[config.mk]
export PLATFORM = sky130hd
export DESIGN_NAME = sms_septet_unpacker_unit
export DESIGN_NICKNAME = d
export VERILOG_FILES = /design/src/rtl/smsu_pkg.sv /design/src/rtl/smsu_front.sv /design/src/rtl/smsu_cmd_queue.sv /design/src/rtl/smsu_back.sv /design/src/rtl/sms_septet_unpacker_unit.sv
export SDC_FILE = /design/constraint.sdc
export NUM_CORES = 1
export LEC_CHECK = 0
export BUFFER_PORTS_ARGS = -buffer_cell sky130_fd_sc_hd__buf_2
export CAP_MARGIN = 20
export CORE_UTILIZATION = 35
export CTS_CLUSTER_DIAMETER = 40
export CTS_CLUSTER_SIZE = 25
export DETAILED_ROUTE_END_ITERATION = 10
export PLACE_DENSITY = 0.49
export SKIP_LAST_GASP = 1
export SYNTH_ARGS = -nofsm -noshare
export SYNTH_HDL_FRONTEND = slang
export SYNTH_SLANG_ARGS = --single-unit
[constraint.sdc]
create_clock -name clk -period 3.7 [get_ports clk]
set_input_delay 0 -clock clk [delete_from_list [all_inputs] [get_ports clk]]
set_output_delay 0 -clock clk [all_outputs]
set_load 0.1 [all_outputs]
[src/rtl/smsu_pkg.sv]
// ----------------------------------------------------------------------------
// smsu_pkg
// Shared types, constants and helpers for the SMS septet unpacker.
// ----------------------------------------------------------------------------
package smsu_pkg;

	// command queue between the front and back halves
	localparam int CQ_DEPTH = 4;
	localparam int CQ_AW    = $clog2(CQ_DEPTH);

	// result queue at the back end
	localparam int OQ_DEPTH = 4;
	localparam int OQ_AW    = $clog2(OQ_DEPTH);

	localparam logic [2:0] PHASE_WRAP = 3'd6;
	localparam logic [7:0] COUNT_MAX  = 8'd255;

	localparam logic [7:0] CHAR_0  = 8'h30;
	localparam logic [7:0] CHAR_UA = 8'h41;
	localparam logic [7:0] CHAR_UF = 8'h46;
	localparam logic [7:0] CHAR_LA = 8'h61;
	localparam logic [7:0] CHAR_LF = 8'h66;
	localparam logic [7:0] HEX_TEN = 8'd10;

	localparam logic [6:0] LOW_MASKS [7] = '{7'd1, 7'd3, 7'd7, 7'd15, 7'd31, 7'd63, 7'd127};

	// one command from front to back: a full octet or an end marker
	typedef struct packed {
		logic       is_end;
		logic [7:0] octet;
	} cmd_t;

	// one result beat
	typedef struct packed {
		logic [6:0] septet;
		logic [7:0] count;
		logic       last;
	} res_t;

	function automatic logic [7:0] hex_value(input logic [7:0] c);
		logic [7:0] v;
		case (c) inside
			[CHAR_UA:CHAR_UF]: v = c - CHAR_UA + HEX_TEN;
			[CHAR_LA:CHAR_LF]: v = c - CHAR_LA + HEX_TEN;
			default:           v = c - CHAR_0;
		endcase
		return v;
	endfunction

	function automatic logic [6:0] low_mask(input logic [2:0] phase);
		logic [2:0] idx;
		idx = PHASE_WRAP - phase;
		return LOW_MASKS[idx];
	endfunction

endpackage

[src/rtl/smsu_front.sv]
// ----------------------------------------------------------------------------
// smsu_front
// Pairs hex characters into octets and classifies end-of-message beats.
// ----------------------------------------------------------------------------
module smsu_front
	import smsu_pkg::*;
(
	input  logic       clk,
	input  logic       arst_n,
	input  logic       push,
	input  logic [7:0] hex_char,
	input  logic       end_of_text,
	output logic       full,
	output logic       cmd_push,
	output cmd_t       cmd_data,
	input  logic       cmd_full
);

	logic [7:0] high_q;
	logic       have_high_q;
	logic       accept;
	logic [7:0] nib;

	assign full   = cmd_full;
	assign accept = push && !cmd_full;
	assign nib    = hex_value(hex_char);

	// second char of a pair or an end marker produces a command
	assign cmd_push        = accept && (end_of_text || have_high_q);
	assign cmd_data.is_end = end_of_text;
	assign cmd_data.octet  = {high_q[3:0], 4'b0000} + nib;

	always_ff @(posedge clk or negedge arst_n) begin
		if (!arst_n) begin
			have_high_q <= 1'b0;
			high_q      <= '0;
		end else if (accept) begin
			if (end_of_text) begin
				// unpaired trailing char is dropped
				have_high_q <= 1'b0;
				high_q      <= '0;
			end else if (!have_high_q) begin
				have_high_q <= 1'b1;
				high_q      <= nib;
			end else begin
				have_high_q <= 1'b0;
			end
		end
	end

endmodule

[src/rtl/smsu_cmd_queue.sv]
// ----------------------------------------------------------------------------
// smsu_cmd_queue
// Short FIFO of commands that decouples the front from the back.
// ----------------------------------------------------------------------------
module smsu_cmd_queue
	import smsu_pkg::*;
(
	input  logic clk,
	input  logic arst_n,
	input  logic wr_en,
	input  cmd_t wr_data,
	output logic q_full,
	input  logic rd_en,
	output cmd_t rd_data,
	output logic q_valid
);

	cmd_t             mem_q [CQ_DEPTH];
	logic [CQ_AW-1:0] wr_ptr_q;
	logic [CQ_AW-1:0] rd_ptr_q;
	logic [CQ_AW:0]   cnt_q;
	logic             do_wr;
	logic             do_rd;

	assign q_full  = (cnt_q == CQ_AW'(0) + (CQ_AW+1)'(CQ_DEPTH));
	assign q_valid = (cnt_q != '0);
	assign rd_data = mem_q[rd_ptr_q];
	assign do_wr   = wr_en && !q_full;
	assign do_rd   = rd_en && q_valid;

	always_ff @(posedge clk) begin
		if (do_wr) begin
			mem_q[wr_ptr_q] <= wr_data;
		end
	end

	always_ff @(posedge clk or negedge arst_n) begin
		if (!arst_n) begin
			wr_ptr_q <= '0;
			rd_ptr_q <= '0;
			cnt_q    <= '0;
		end else begin
			if (do_wr) begin
				wr_ptr_q <= wr_ptr_q + 1'b1;
			end
			if (do_rd) begin
				rd_ptr_q <= rd_ptr_q + 1'b1;
			end
			case ({do_wr, do_rd})
				2'b10:   cnt_q <= cnt_q + 1'b1;
				2'b01:   cnt_q <= cnt_q - 1'b1;
				default: cnt_q <= cnt_q;
			endcase
		end
	end

endmodule

[src/rtl/smsu_back.sv]
// ----------------------------------------------------------------------------
// smsu_back
// Unpacks octets into septets and queues result beats for the consumer.
// ----------------------------------------------------------------------------
module smsu_back
	import smsu_pkg::*;
(
	input  logic       clk,
	input  logic       arst_n,
	input  cmd_t       cmd_data,
	input  logic       cmd_valid,
	output logic       cmd_pop,
	input  logic       pop,
	output logic       empty,
	output logic [6:0] septet_char,
	output logic [7:0] char_count,
	output logic       last
);

	// unpack state
	logic [2:0] phase_q;
	logic [6:0] carry_q;
	logic [7:0] count_q;
	logic       second_q;   // wrap septet still owed

	// result queue
	res_t             oq_q [OQ_DEPTH];
	logic [OQ_AW-1:0] oq_wr_q;
	logic [OQ_AW-1:0] oq_rd_q;
	logic [OQ_AW:0]   oq_cnt_q;
	logic             oq_full;
	logic             oq_wr;
	logic             oq_rd;

	logic [2:0] phase;
	logic [6:0] mask;
	logic [7:0] shifted;
	logic [7:0] hi_bits;
	logic [6:0] ch;
	logic [6:0] carry_nxt;
	logic [7:0] count_inc;
	res_t       res;

	assign oq_full = (oq_cnt_q == (OQ_AW+1)'(OQ_DEPTH));
	assign empty   = (oq_cnt_q == '0);
	assign oq_rd   = pop && !empty;

	assign {septet_char, char_count, last} = oq_q[oq_rd_q];

	assign cmd_pop = cmd_valid && !second_q && !oq_full;
	assign oq_wr   = !oq_full && (second_q || cmd_valid);

	always_comb begin
		phase     = (phase_q > PHASE_WRAP) ? PHASE_WRAP : phase_q;
		mask      = low_mask(phase);
		shifted   = ({1'b0, cmd_data.octet[6:0] & mask}) << phase;
		ch        = shifted[6:0] + carry_q;
		hi_bits   = (cmd_data.octet & ~{1'b0, mask}) >> (3'd7 - phase);
		carry_nxt = hi_bits[6:0];
		count_inc = (count_q == COUNT_MAX) ? count_q : count_q + 1'b1;
	end

	always_comb begin
		if (second_q) begin
			res = '{septet: carry_q, count: count_inc, last: 1'b0};
		end else if (cmd_data.is_end) begin
			res = '{septet: '0, count: count_q, last: 1'b1};
		end else begin
			res = '{septet: ch, count: count_inc, last: 1'b0};
		end
	end

	always_ff @(posedge clk) begin
		if (oq_wr) begin
			oq_q[oq_wr_q] <= res;
		end
	end

	always_ff @(posedge clk or negedge arst_n) begin
		if (!arst_n) begin
			phase_q  <= '0;
			carry_q  <= '0;
			count_q  <= '0;
			second_q <= 1'b0;
		end else if (oq_wr) begin
			if (second_q) begin
				second_q <= 1'b0;
				carry_q  <= '0;
				count_q  <= count_inc;
			end else if (cmd_data.is_end) begin
				phase_q <= '0;
				carry_q <= '0;
				count_q <= '0;
			end else begin
				count_q <= count_inc;
				carry_q <= carry_nxt;
				if (phase == PHASE_WRAP) begin
					phase_q  <= '0;
					second_q <= 1'b1;
				end else begin
					phase_q <= phase + 1'b1;
				end
			end
		end
	end

	always_ff @(posedge clk or negedge arst_n) begin
		if (!arst_n) begin
			oq_wr_q  <= '0;
			oq_rd_q  <= '0;
			oq_cnt_q <= '0;
		end else begin
			if (oq_wr) begin
				oq_wr_q <= oq_wr_q + 1'b1;
			end
			if (oq_rd) begin
				oq_rd_q <= oq_rd_q + 1'b1;
			end
			case ({oq_wr, oq_rd})
				2'b10:   oq_cnt_q <= oq_cnt_q + 1'b1;
				2'b01:   oq_cnt_q <= oq_cnt_q - 1'b1;
				default: oq_cnt_q <= oq_cnt_q;
			endcase
		end
	end

	a_oq_bound: assert property (@(posedge clk) disable iff (!arst_n)
		oq_cnt_q <= (OQ_AW+1)'(OQ_DEPTH))
		else $error("result queue count overflow");

	a_phase_range: assert property (@(posedge clk) disable iff (!arst_n)
		phase_q <= PHASE_WRAP)
		else $error("shift phase out of range");

	a_wrap_phase: assert property (@(posedge clk) disable iff (!arst_n)
		second_q |-> (phase_q == '0) && !cmd_pop)
		else $error("wrap septet owed with nonzero phase or command pop");

	a_wrap_done: assert property (@(posedge clk) disable iff (!arst_n)
		(second_q && !oq_full) |=> !second_q)
		else $error("wrap septet not retired");

endmodule

[src/rtl/sms_septet_unpacker_unit.sv]
// ----------------------------------------------------------------------------
// sms_septet_unpacker_unit
// GSM 7-bit septet unpacker: hex character beats in, septet beats out.
// ----------------------------------------------------------------------------
// Path: a completing character or end beat is written into the command queue,
// then the back end writes its result beat into the output queue to be popped.
// Throughput: one character beat per cycle while full is low; the back end pops
// one command per cycle when its queue has room and no wrap septet is owed.
// Reset: arst_n clears pairing, phase, carry, count and both queues at once.
// ----------------------------------------------------------------------------
module sms_septet_unpacker_unit
	import smsu_pkg::*;
(
	input  logic       clk,
	input  logic       arst_n,
	// input side
	input  logic       push,
	output logic       full,
	input  logic [7:0] hex_char,
	input  logic       end_of_text,
	// result side
	output logic       empty,
	input  logic       pop,
	output logic [6:0] septet_char,
	output logic [7:0] char_count,
	output logic       last
);

	// front -> queue
	logic cmd_push;
	cmd_t cmd_in;
	logic cmd_full;
	// queue -> back
	cmd_t cmd_out;
	logic cmd_valid;
	logic cmd_pop;

	// The front half pairs characters into octets; the first char of a pair
	// only updates the stored nibble. Completed octets and end markers go
	// into a small command queue so that a stalled consumer does not stop
	// character intake until the queue fills.
	smsu_front u_front (
		.clk         (clk),
		.arst_n      (arst_n),
		.push        (push),
		.hex_char    (hex_char),
		.end_of_text (end_of_text),
		.full        (full),
		.cmd_push    (cmd_push),
		.cmd_data    (cmd_in),
		.cmd_full    (cmd_full)
	);

	smsu_cmd_queue u_cmd_queue (
		.clk     (clk),
		.arst_n  (arst_n),
		.wr_en   (cmd_push),
		.wr_data (cmd_in),
		.q_full  (cmd_full),
		.rd_en   (cmd_pop),
		.rd_data (cmd_out),
		.q_valid (cmd_valid)
	);

	// The back half holds phase, carry and the saturating count, and writes
	// result beats into its own output queue. At phase 6 the octet yields a
	// second septet from the carry, written as the next result beat.
	smsu_back u_back (
		.clk         (clk),
		.arst_n      (arst_n),
		.cmd_data    (cmd_out),
		.cmd_valid   (cmd_valid),
		.cmd_pop     (cmd_pop),
		.pop         (pop),
		.empty       (empty),
		.septet_char (septet_char),
		.char_count  (char_count),
		.last        (last)
	);

endmodule

After elaboration in Yosys (flattened, before gate mapping)
Memory sizes are Yosys's and may differ from the RTL's. Index checks and enable logic that the tools add are counted.

Order comparisons: 6. Equal/unequal tests: 9. Muxes and demuxes: 27. Multiply operators: 0. Div/mod/pow operators: 0. Reduce and logical (&&, ||, !) cells: 22. Shift-type cells: 2. Bitwise operators: 5. $add $sub $neg: 19.

Operators by type and width (number): two-way mux 8 bit (5); two-way mux 16 bit (2); two-way mux 7 bit (4); adder 8 x 4 -> 8 bit (second input constant) (2); greater-or-equal comparator 8 x 7 -> 1 bit (second input constant) (2); less-or-equal comparator 8 x 7 -> 1 bit (second input constant) (2); subtractor 8 x 7 -> 8 bit (second input constant) (2); case mux 3 bit (2 select lines) (2); logical AND 1 bit (10); adder 3 x 1 -> 3 bit (second input constant) (3); equality test 3 bit (second input constant) (3); two-way mux 1 bit (9); two-way mux 3 bit (3); adder 2 x 1 -> 2 bit (second input constant) (4); adder 8 x 1 -> 8 bit (second input constant) (1); adder 8 bit (1); AND 8 bit (1); equality test 8 bit (second input constant) (1); two-way mux 4 bit (2); inverter 7 -> 8 bit (1); >> shifter 8 x 3 -> 7 bit (1); subtractor 8 x 6 -> 8 bit (second input constant) (1); adder 7 bit (1); AND 7 bit (1); other kinds (16) (26).

Memory bits (writable): 100. Memories: 3. Word-level logic and storage cells: 105. Bits in registers: 38. Memory bits (read-only): 56. Latch bits: 0. Output and inout bits: 18. Input port bits: 13.

Memories: u_back.oq_q (depth 4, width 16, rd ports 1, clocked after memory_dff 0, write ports 1, RTL line smsu_back.sv:27) `res_t oq_q [OQ_DEPTH];`; (no name shown) (depth 8, width 7, rd ports 1, clocked after memory_dff 0, write ports 0, RTL line smsu_pkg.sv:53) `return LOW_MASKS[idx];`; u_cmd_queue.mem_q (depth 4, width 9, rd ports 1, clocked after memory_dff 0, write ports 1, RTL line smsu_cmd_queue.sv:18) `cmd_t mem_q [CQ_DEPTH];`.

Logic depth before layout (Yosys ltp)
Gate-level depths: netlist (run 1).

Depth in word-level cells: 12. Mapped depth: 16. Gate-level depth less buffers: 16.

Hierarchy
From an unflattened synthesis (run 1), not the netlist that was laid out.

Cells, all modules: 534. Area total of the unflattened synthesis: 7089.3 um2.

By module, submodules not included: smsu_back (cells an instance 362, times used 1, area an instance 4554.4 um2, sequential area each 2572.5 um2); smsu_cmd_queue (cells an instance 84, times used 1, area an instance 1745.4 um2, sequential area each 1256.2 um2); smsu_front (cells an instance 88, times used 1, area an instance 789.5 um2, sequential area each 125.1 um2).

Worst setup path after synthesis (run 1)
Ideal clock, no wire load.

Path type: register to register. Start point: register u_back.oq_cnt_q[0]. End point: register u_back.oq_cnt_q[1]. Cell stages (with the launch flop): 7. Required time: 3.617 ns. Path buffers: 0. Setup time: 0.083 ns. Clock period less this slack: 3.830 ns. Setup slack: -0.130 ns. Arrival time: 3.748 ns. Cell sequence: dfrtp_1 -> nor3_1 -> nor2b_1 -> ha_1 -> inv_1 -> fa_1 -> o21ai_0.

Longest elaborated chain between the ends: 5. Elaborated cells on any way between the ends: 12. Those cells by class: 2 x add/sub; 3 x eq/ne; 1 x mux; 6 x reduce/logical.

RTL lines: start, declared (RTL line smsu_back.sv:30) `logic [OQ_AW:0] oq_cnt_q;`; start signal, assigned (RTL line smsu_back.sv:120) `2'b10: oq_cnt_q <= oq_cnt_q + 1'b1;`; start signal, assigned (RTL line smsu_back.sv:121) `2'b01: oq_cnt_q <= oq_cnt_q - 1'b1;`; start signal, assigned (RTL line smsu_back.sv:122) `default: oq_cnt_q <= oq_cnt_q;`; zero test 3 bit * (RTL line smsu_back.sv:45) `assign empty = (oq_cnt_q == '0);`; via empty (RTL line sms_septet_unpacker_unit.sv:22) `output logic empty,`; zero test 1 bit * (RTL line smsu_back.sv:46) `assign oq_rd = pop && !empty;`; logical AND 1 bit * (RTL line smsu_back.sv:46); via u_back.oq_rd (RTL line smsu_back.sv:33) `logic oq_rd;`; equality test 2 x 1 -> 1 bit / equality test 2 bit (equally long branches) (RTL line smsu_back.sv:119) `case ({oq_wr, oq_rd})`; case mux 3 bit (2 select lines) / nonzero test 2 bit (equally long branches).

The timed path passes the listed nets; every way through them passes the cells marked *. A chain may end at the register's enable or synchronous reset.

==> impl_metrics.toml, run 1 <==
[clocking]
cts.sinks = 138
htree_num_levels = 4
cts-buffers-inserted = 17
cts_tree = "built"
ctsLongestPathBuffers = 2
clkTransAtPathRegs_ps = 60
cts_root_buf = "clkbuf_16"
clk_latency_ps = 420

[yosys]
synth_seq_cells = 138
syn_area_per_cell_um2 = 13.16
synth_cell_types = 57
yosys_warnings = 0
syn_nets = 570
synth-seq-area-share_pct = 57.35
netlist_instances = 524
ys.flop_type = "edfxtp_1"
syn_area_um2 = 6894
synthArstFlopShare_pct = 27.54
synth-edff-count = 100

[routing]
remaining_drc_errors = 0
vias = 4152
drtPass1Iterations = 5
wl_um = 13640
vias_per_cell = 4.943
drtIter0Drc = 188
wl_per_cell_um = 16.24
final_antenna_net_count = 0

[sta]
rsz0062_at_grt = "false"
setup_viol = 0
hold_viol_final = 0
slew_headroom_pct = 35.28
clock-skew-final_ps = 11.37
maxSlewViolCount = 0
tightest_slew_ps = 970.7
fmax_ghz = 0.2874
layout_min_cycle_time_ps = 3480
finalSetupTns_ps = 0
period_share_pct = 94.05

[final_layout]
most-common-layout-cells = "100 x edfxtp_1, 57 x nand2_1, 38 x dfrtp_1"
final_cells = 840
antenna_cells = 0
nets = 613
final_common_cell = "edfxtp_1"
layout-drive-gt1-share_pct = 18.79
area_growth_pct = 15.75

[worst_setup_path]
crit_required_ps = 3860
reg2reg_depth = 14
path_max_fanout = 6
cp-start-kind = "flip-flop"
critPathKind = "flip-flop to flip-flop"
endpoint_kind = "flip-flop"
cp.arrival_ps = 3640

[floorplan]
io_pins = 31
die_w_um = 142.3
rows = 50
coreArea_um2 = 19020
start_util_pct = 36.25
die_h_um = 142.3
dieArea_um2 = 20260

[flow_run]
drv_cap = 0

[global_route]
antenna_found_initial = 0
grt_usage_pct = 14.75
grt.overflow.total = 0
grt_pass1_vias = 4273
grt_max_degree = 39
grt_pass1_wl_um = 22290

[placed_design]
portBuffers = 30
gp_congestion = 0.8564
dp_hpwl_um = 9629
dp.cells = 806

[status]
status = "complete, no violations"

[worst_hold_path]
hp-class = "input port to flip-flop"
hold_depth = 2
## cell usage after synthesis (7+ instances only)
master,number,area share (%)
mux2i_1,8,1.2
a22o_1,7,0.89
nor2_1,26,1.4
dfrtp_1,38,14
nand2_1,57,3.1
and2_1,12,1.1
inv_1,23,1.3
a21oi_1,25,1.8
nand2b_1,8,0.73
mux4_2,22,7.2
xor2_1,10,1.3
nand3_1,8,0.58
edfxtp_1,100,44
ha_1,29,5.3
clkbuf_1,14,0.76
xnor2_1,16,2.0
o21ai_0,27,2.0
## area by class of cell
class	instances	area, um2
clock inverters	13	142.6
clock buffers	19	432.9
inverters	25	93.84
repair buffers	45	267.8
flip-flops and latches	138	3954
multi-input cells	340	2764
well taps	260	325.3
fillers	1829	11040
## worst max-delay path, cell delays in order, from the launching register on
cell and delay, ps:
dfrtp_1 370, nor2b_1 150, nand2_1 90, ha_1 380, nor2b_1 190, o22ai_1 100, a22o_1 270, nor3b_2 180
fa_1 440, a21oi_1 230, o211ai_1 150, a21oi_1 200, xnor2_1 150, xnor2_1 80, a22o_1 240
## cell families after synthesis
logic type                 after synthesis  share of synthesized area [%]
adders and majority gates               33                          6.425
xor gates and xnor gates                27                          3.539
buffers and inverters                   46                          2.777
DFF                                    138                          57.35
and+or+nand+nor                        138                          9.710
AOI/OAI and AO/OA                      105                          10.24
muxes                                   37                          9.964
## per-layer routing
layer  routed length (um)  GRT usage, %
met1                 6126         18.01
met2                 6768         25.10
met3                  575         3.903
met4                  169         5.150
met5                    0             0
## metrics by stage
stage                     hold WS (ps)  util [%]  instance area (um2)  setup WS (ps)
after floorplan                 -295.6         -                 6899          382.8
after global placement           205.8     38.78                 7375          331.7
after detailed placement         221.2     38.78                 7375          234.0
after CTS                        29.32     41.91                 7970          194.4
after global routing             52.66     41.96                 7980          4.655
final                            51.84     41.96                 7980          220.1
## sequential cells by signal, summed over array words and instances, names as in the netlist
| name | count |
|---|---|
| u_back.oq_cnt_q | 3 |
| u_back.oq_rd_q | 2 |
| u_front.high_q | 4 |
| u_back.phase_q | 3 |
| u_cmd_queue.mem_q | 36 |
| u_back.oq_q | 64 |
| u_front.have_high_q | 1 |
| u_back.second_q | 1 |
| u_back.count_q | 8 |
| u_cmd_queue.wr_ptr_q | 2 |
| u_cmd_queue.cnt_q | 3 |
| u_cmd_queue.rd_ptr_q | 2 |
| u_back.oq_wr_q | 2 |
| u_back.carry_q | 7 |
## worst paths after layout
check | startpoint | end | slack, ps
worst max-delay path | u_back.phase_q[2] | u_back.oq_q[3][15] | 220
worst min-delay path | hex_char[2] | u_cmd_queue.mem_q[1][2] | 50
worst max register to register | u_back.phase_q[2] | u_back.oq_q[3][15] | 220
worst min register to register | u_cmd_queue.cnt_q[0] | u_cmd_queue.cnt_q[0] | 500
max in group asynchronous | arst_n | u_back.carry_q[2] | 2820
min in group asynchronous | arst_n | u_front.have_high_q | 280
## what timing repair did
item	in CTS	in global routing
hold buffers	2	0
hold endpoints to repair	45	0
resized for setup	0	2
setup buffers	0	0
setup endpoints to repair	0	4
Power of run 1 is left out: the tool's default activity adds up to more than one toggle a clock period on the data nets, which glitch-free logic cannot reach.
==> run 2: changes to the inputs <==
--- a/config.mk
+++ b/config.mk
@@ -12,6 +12,7 @@
 export CTS_CLUSTER_SIZE = 25
 export DETAILED_ROUTE_END_ITERATION = 10
 export PLACE_DENSITY = 0.49
+export RECOVER_POWER = 50
 export SKIP_LAST_GASP = 1
 export SYNTH_ARGS = -nofsm -noshare
 export SYNTH_HDL_FRONTEND = slang
==> run 2 against run 1 <==
  * Worst setup slack worse by 31 ps
  * Flip-flop and latch count unchanged
  * Wire length rose by 0.19%
  * The run now ends with max-capacitance violations, max-slew violations left
  * Highest routed layer unchanged
  * Die area did not move
  * First-iteration DRC count is 20% lower
  * Count of clock-buffer cells in the layout stayed put
  * Clock skew grew 3.7 ps
  * Global-route usage unchanged
  * Worst hold slack about the same
  * Largest cell class unchanged
  * Sequential share of layout area up 0.62 points
==> impl_metrics.toml, run 2 (synthesis results as in run 1) <==
[status]
status = "finished, violations left"
violations = "max-capacitance violations, max-slew violations"

[worst_setup_path]
cp.arrival_ps = 3670
endpoint_kind = "flip-flop"
critPathKind = "flip-flop to flip-flop"
reg2reg_depth = 14
crit_required_ps = 3850
path_max_fanout = 6
reg2reg_to = "u_back.oq_q[3][15]"
cp-start-kind = "flip-flop"
regToRegStartpoint = "u_back.phase_q[2]"
reg2reg_slack_ps = 190

[worst_hold_path]
min_from = "pop"
hold_depth = 4
hp-class = "input port to flip-flop"
holdPathEnd = "u_back.oq_rd_q[1]"

[sta]
maxSlewViolCount = 39
tightest_slew_ps = 2319
setup_viol = 0
clock-skew-final_ps = 15.10
hold_viol_final = 0
layout_min_cycle_time_ps = 3511
rsz0062_at_grt = "false"
period_share_pct = 94.90
setup_ws_ps = 188.8
slew_headroom_pct = -54.60
finalSetupTns_ps = 0
hold_ws_ps = 52.15
fmax_ghz = 0.2848

[routing]
vias_per_cell = 4.967
wl_per_cell_um = 16.27
drtPass1Iterations = 5
final_antenna_net_count = 0
top_layer_used = "met4"
met1_length_um = 6198
vias = 4172
met2WireLength_um = 6786
remaining_drc_errors = 0
wl_um = 13670
drtIter0Drc = 151
route.met3.wl_um = 517

[placed_design]
portBuffers = 30
dp_hpwl_um = 9629
dp_slack_ps = 234.0
gp_congestion = 0.8564

[global_route]
grt_pass1_vias = 4273
grt.overflow.total = 0
antenna_found_initial = 0
grt_pass1_wl_um = 22290
grt_max_degree = 39
grt_usage_pct = 14.75

[final_layout]
finish.utilization_pct = 41.44
final_common_cell = "edfxtp_1"
nets = 613
largestRegisters = "u_back.oq_q x64, u_cmd_queue.mem_q x36, u_back.count_q x8"
area_growth_pct = 14.32
antenna_cells = 0
most-common-layout-cells = "100 x edfxtp_1, 57 x nand2_1, 38 x dfrtp_1"
largest_register_ffs = 64
layout-drive-gt1-share_pct = 13.28
regMostFlops = "u_back.oq_q"

[clocking]
cts_tree = "built"
cts_root_buf = "clkbuf_16"
clkTransAtPathRegs_ps = 60
post_cts_buffers = 0
clk_latency_ps = 430
cts-buffers-inserted = 17
ctsLongestPathBuffers = 2
htree_num_levels = 4
cts.sinks = 138

[floorplan]
coreArea_um2 = 19020
die_w_um = 142.3
rows = 50
start_util_pct = 36.25
dieArea_um2 = 20260
die_h_um = 142.3
io_pins = 31

[flow_run]
drv_cap = 1
-- run 2: layout make-up --
class / instances / area [um2]
timing repair buffer: 45 / 227.7
inverter: 25 / 93.84
sequential: 138 / 3954
clock inverter: 13 / 142.6
multi-input combinational: 340 / 2705
tap: 260 / 325.3
fill: 1847 / 11140
clock buffer: 19 / 432.9
-- run 2: through the flow --
step | area (um2) | instances
finish | 7881 | 840
global route | 7881 | 840
CTS | 7970 | 840
detailed placement | 7375 | 806
global placement | 7375 | 806
floorplan | 6899 | 524
-- run 2: timing repair --
action | CTS | global route
endpoints found under the setup margin | 0 | 4
hold buffers | 2 | 0
endpoints found under the hold margin | 45 | 0
resized for setup | 0 | 2
-- run 2: metal layers --
metal,up-vias,track usage [%]
met5,-,0
met4,0,5.150
met3,14,3.903
met2,77,25.10
met1,2035,18.01
li1,2046,-
-- run 2: worst max path at each step --
stage,depth (start not counted),startpoint,slack (ps),endpoint
after global routing,14,u_back.phase_q[0],5,u_back.oq_q[3][15]
final,14,u_back.phase_q[2],190,u_back.oq_q[3][15]
after detailed placement,14,u_back.phase_q[2],230,u_back.oq_q[2][15]
after global placement,14,u_back.phase_q[2],330,u_back.oq_q[0][15]
after floorplan,14,u_back.phase_q[1],380,u_back.oq_q[0][15]
after CTS,14,u_back.phase_q[2],190,u_back.oq_q[3][14]
-- run 2: critical path, stage by stage (launching register included) --
cell and delay (ps):
dfrtp_1 370, nor2b_1 160, nand2_1 100, ha_1 380, nor2b_1 190, o22ai_1 110, a22o_1 270, nor3b_2 180
fa_1 440, a21oi_1 230, o211ai_1 150, a21oi_1 200, xnor2_1 150, xnor2_1 80, a22o_1 240
Power of run 2 is left out for the same reason.
